## src/rtl/stf_ram.sv

```systemverilog
`timescale 1ns / 1ps
// Generic simple dual-port RAM: one write port, one read port, registered read.
// No dependencies.
module stf_ram #(
    parameter int WIDTH = 8,
    parameter int DEPTH = 32,
    parameter int AW    = (DEPTH > 1) ? $clog2(DEPTH) : 1
) (
    input  logic             i_clk,
    input  logic             i_we,
    input  logic [AW-1:0]    i_waddr,
    input  logic [WIDTH-1:0] i_wdata,
    input  logic             i_re,
    input  logic [AW-1:0]    i_raddr,
    output logic [WIDTH-1:0] o_rdata
);
    logic [WIDTH-1:0] r_mem [DEPTH];
    logic [WIDTH-1:0] r_rdata;

    always_ff @(posedge i_clk) begin
        if (i_we) begin
            r_mem[i_waddr] <= i_wdata;
        end
        if (i_re) begin
            r_rdata <= r_mem[i_raddr];
        end
    end

    assign o_rdata = r_rdata;
endmodule

```

## config.mk

```make
export PLATFORM = sky130hd
export DESIGN_NAME = stf_ram
export DESIGN_NICKNAME = d
export VERILOG_FILES = /design/src/rtl/stf_ram.sv
export SDC_FILE = /design/constraint.sdc
export NUM_CORES = 1
export LEC_CHECK = 0
export BUFFER_PORTS_ARGS = -buffer_cell sky130_fd_sc_hd__buf_2
export CAP_MARGIN = 5
export CORE_MARGIN = 2
export CORE_UTILIZATION = 37
export CTS_BUF_LIST = sky130_fd_sc_hd__clkbuf_4
export CTS_CLUSTER_SIZE = 30
export DETAILED_ROUTE_END_ITERATION = 10
export PLACE_DENSITY_LB_ADDON = 0.25
export SLEW_MARGIN = 30
export SYNTH_ARGS = -nofsm -noshare
export SYNTH_HDL_FRONTEND = slang
export SYNTH_SLANG_ARGS = --single-unit
export TNS_END_PERCENT = 20
```

## constraint.sdc

```tcl
create_clock -name i_clk -period 6.81 [get_ports i_clk]
set_clock_uncertainty 0.15 [all_clocks]
set_input_delay 0.3405 -clock i_clk [delete_from_list [all_inputs] [get_ports i_clk]]
set_output_delay 0.3405 -clock i_clk [all_outputs]
set_load 0.1 [all_outputs]
```

After elaboration in Yosys (flattened, before gate mapping)
Memory sizes are Yosys's and may differ from the RTL's. A register that Yosys moved wholly into a read port is not among the register bits.
Cells that the tools add are included.
{"block": "op_classes", "addsub": 0, "mul": 0, "div_mod_pow": 0, "n_lt_le_gt_ge": 0, "eq_ne": 0, "shift": 0, "mux": 2, "n_bitwise": 0, "reduce_logical": 0}
{"operator": "1-bit two-way mux", "count": 2}
{"block": "totals", "regBits": 0, "latchBits": 0, "ram_bits": 256, "mem_bits_ro": 0, "inputBits": 21, "output_inout_bits": 8, "wordCells": 3, "mem_count": 1}
{"name": "r_mem", "depth": 32, "width": 8, "read_ports": 1, "rd_ports_with_merged_regs": 1, "write_ports": 1, "line": "17", "rtl": "logic [WIDTH-1:0] r_mem [DEPTH];"}

Logic depth before layout (Yosys ltp)
{"block": "logic_depth", "word_depth": 2, "ltp_mapped": 5}

Worst setup path after synthesis
No wires, ideal clock.
{"block": "synth_path", "path_kind": "input to register", "startpoint": "input port i_raddr[2]", "endpoint": "register r_rdata[0], in the netlist o_rdata[0] (read register of r_mem) (data pin)", "setup_time_ps": 260, "arrival_ps": 2022, "path_slack_ps": 4378, "cell_stages": 5, "path_cell_list": "clkbuf_1 > clkbuf_1 > mux4_2 > mux4_2 > mux2_2"}
{"item": "start: declaration", "line": "14", "rtl": "input logic [AW-1:0] i_raddr,"}
{"item": "end: declaration", "line": "18", "rtl": "logic [WIDTH-1:0] r_rdata;"}

==> results.cfg <==
[min_path]
hp-class = input pin to flip-flop

[yosys]
synth_cells = 417
synth_area_mm2 = 0.01013
synth_nets = 438
ys_warn_count = 0
synthTopCellsByArea = edfxtp_1 78%, mux4_2 18%, nor2_1 1.2%
avgSynthCellArea_um2 = 24.30
ys_types = 14
yosys.area.top_type = edfxtp_1
yosysSeqAreaShare = 0.7823
ys_ff_latch = 264
synth_top_area_frac = 0.7823

[global_route]
grt_overflow_total = 0
grt_pass1_wl_um = 32120
grt_pass1_vias = 4968
track_usage = 0.1587
grt_max_degree = 65
grt_antenna_before_repair = 4

[cts]
clock_latency_ns = 0.66
path_clk_slew_ns = 0.06
cts_tree = yes
cts-htree-levels = 3
numCtsBuffers = 68
cts_setup_buffers = 0
clock-sinks = 264
cts-hold-fix-buffers = 1
cts_root_buffer = clkbuf_4
cts_resized = 0
clockBufferDepth = 3

[floorplanning]
die_h_um = 169.5
start_util = 0.3760
core_mm2 = 0.02695
die-area_mm2 = 0.02873
ios = 29
rows = 60
die_w_um = 169.5

[timing]
slew_viol_final = 0
slew_headroom = 0.3650
hold_viol_final = 0
timing.final.crit_share = 0.4003
finalSetupViolCount = 0
layout_min_cycle_time_ns = 2.726
rsz0062_at_grt = false
fin_ws_ns = 4.084
clock.fmax_mhz = 366.9
worst_slew_pin_slew_ns = 0.9489
finalSetupTns_ns = 0

[worst_setup_path]
cp_slowest_cell = buf_4
criticalPathCategory = input pin to flip-flop
crit_buf_inv = 2
cp-start-kind = input pin
worstPathArrival_ns = 2.97
crit_required_ns = 7.06
critPathMaxFanout = 38
cpLargestDelayFamily = multiplexers
crit_path_end_kind = flip-flop
crit_chain = buf_4 -> buf_4 -> mux4_2 -> mux4_2 -> mux2_2
slowest_delay_ns = 0.72

[routing]
ant_nets = 0
viasPerCell = 5.331
dr_total_vias = 4681
route.detailed.wl_per_inst_um = 24.93
first_pass_iters = 5
drc = 0
drt_iter0_drc = 400
routed_wl_um = 21890

[placed_design]
place_congestion = 0.7175
dpl_cell_area_mm2 = 0.01063
place_hpwl_um = 12810
portBuffers = 28
place_inst = 768
dp_slack_ns = 3.314

[finish]
area_growth_pct = 12.91
nNetsFinal = 519
final_cell_area_mm2 = 0.01144
nFillCells = 2312
final-instance-count-excl-fill = 878
regArea_mm2 = 0.007928
multi_input_area_mm2 = 0.002132
drive_gt1_frac = 0.4345

[pwr]
total_power_w = 0.003269
pwr-share-clk = 0.383
sequentialPowerShare = 0.557
p_leak_nw = 3.560
power.switching_w = 0.0007330
p_int_w = 0.002536
combPwrFrac = 0.060
peakVddDrop_v = 0.00008594
power_density_mw_per_mm2 = 285.7
switching_share = 0.2242

[run]
drv_cap = 0

[run_status]
outcome = completed
## metrics by stage
step	hold slack, ns	utilization
after CTS	0.01611	0.4236
final	0.07027	0.4246
after detailed placement	0.5802	0.3944
after floorplan	0.2894	-
after global routing	0.02239	0.4244
after global placement	0.5809	0.3937
## registers in the layout, indices dropped and copies added, names as in the netlist
name,flops
o_rdata,8
r_mem,256
## final cells by class
cell class                 count  area share
tap                          341     0.03729
clock inverter                15    0.008201
sequential                   264      0.6928
timing repair buffer          31     0.01498
antenna                        3   0.0006561
multi-input combinational    133      0.1863
clock buffer                  91     0.05970
## Yosys cell counts
master and number:
buf_6 1, nand3b_1 5, clkbuf_1 6, or3b_2 3
or3_1 1, buf_4 6, buf_1 6, mux2_2 8
buf_2 1, nand2_1 1, mux4_2 80, nor2_1 33
nand3_1 2, edfxtp_1 264
## logic make-up after synthesis
kind of cell,Yosys count,share of synthesized area
AND/OR/NAND/NOR,45,0.02050
flip-flops,264,0.7823
multiplexers,88,0.1867
buffers and inverters,20,0.01049
## cell usage in the layout, fill, tap and decap left out, types with 5 or more instances in the layout
| master | synthesis | routed |
|---|---|---|
| edfxtp_1 | 264 | 264 |
| clkbuf_4 | 0 | 91 |
| mux4_2 | 80 | 80 |
| buf_2 | 1 | 27 |
| nor2_1 | 33 | 20 |
| nor2_2 | 0 | 13 |
| mux2_2 | 8 | 8 |
| clkinv_1 | 0 | 8 |
| nand3b_1 | 5 | 5 |
## power by group through the flow
stage                     sequential, W  combinational, W  clock (W)
after floorplan                 0.00189         0.0000964          0
after global placement          0.00185          0.000194          0
after detailed placement        0.00185          0.000199          0
after CTS                       0.00182          0.000200    0.00129
after global routing            0.00182          0.000209    0.00138
final                           0.00182          0.000196    0.00125
## routing by layer
metal  part of all wire  track usage
met1               0.44       0.2171
met2               0.48       0.2438
met3              0.066      0.04524
met4              0.016      0.05909
met5                  0            0
## worst paths after layout
kind	cells past startpoint	start	end	slack [ns]
setup / recovery	5	i_raddr[0]	o_rdata[6]	4.08
setup reg to reg	3	r_mem[15][6]	o_rdata[6]	4.70
hold reg to reg	3	r_mem[1][2]	o_rdata[2]	0.83
hold / removal	1	i_wdata[5]	r_mem[21][5]	0.07
No activity file was read; power rests on OpenSTA's default activity.
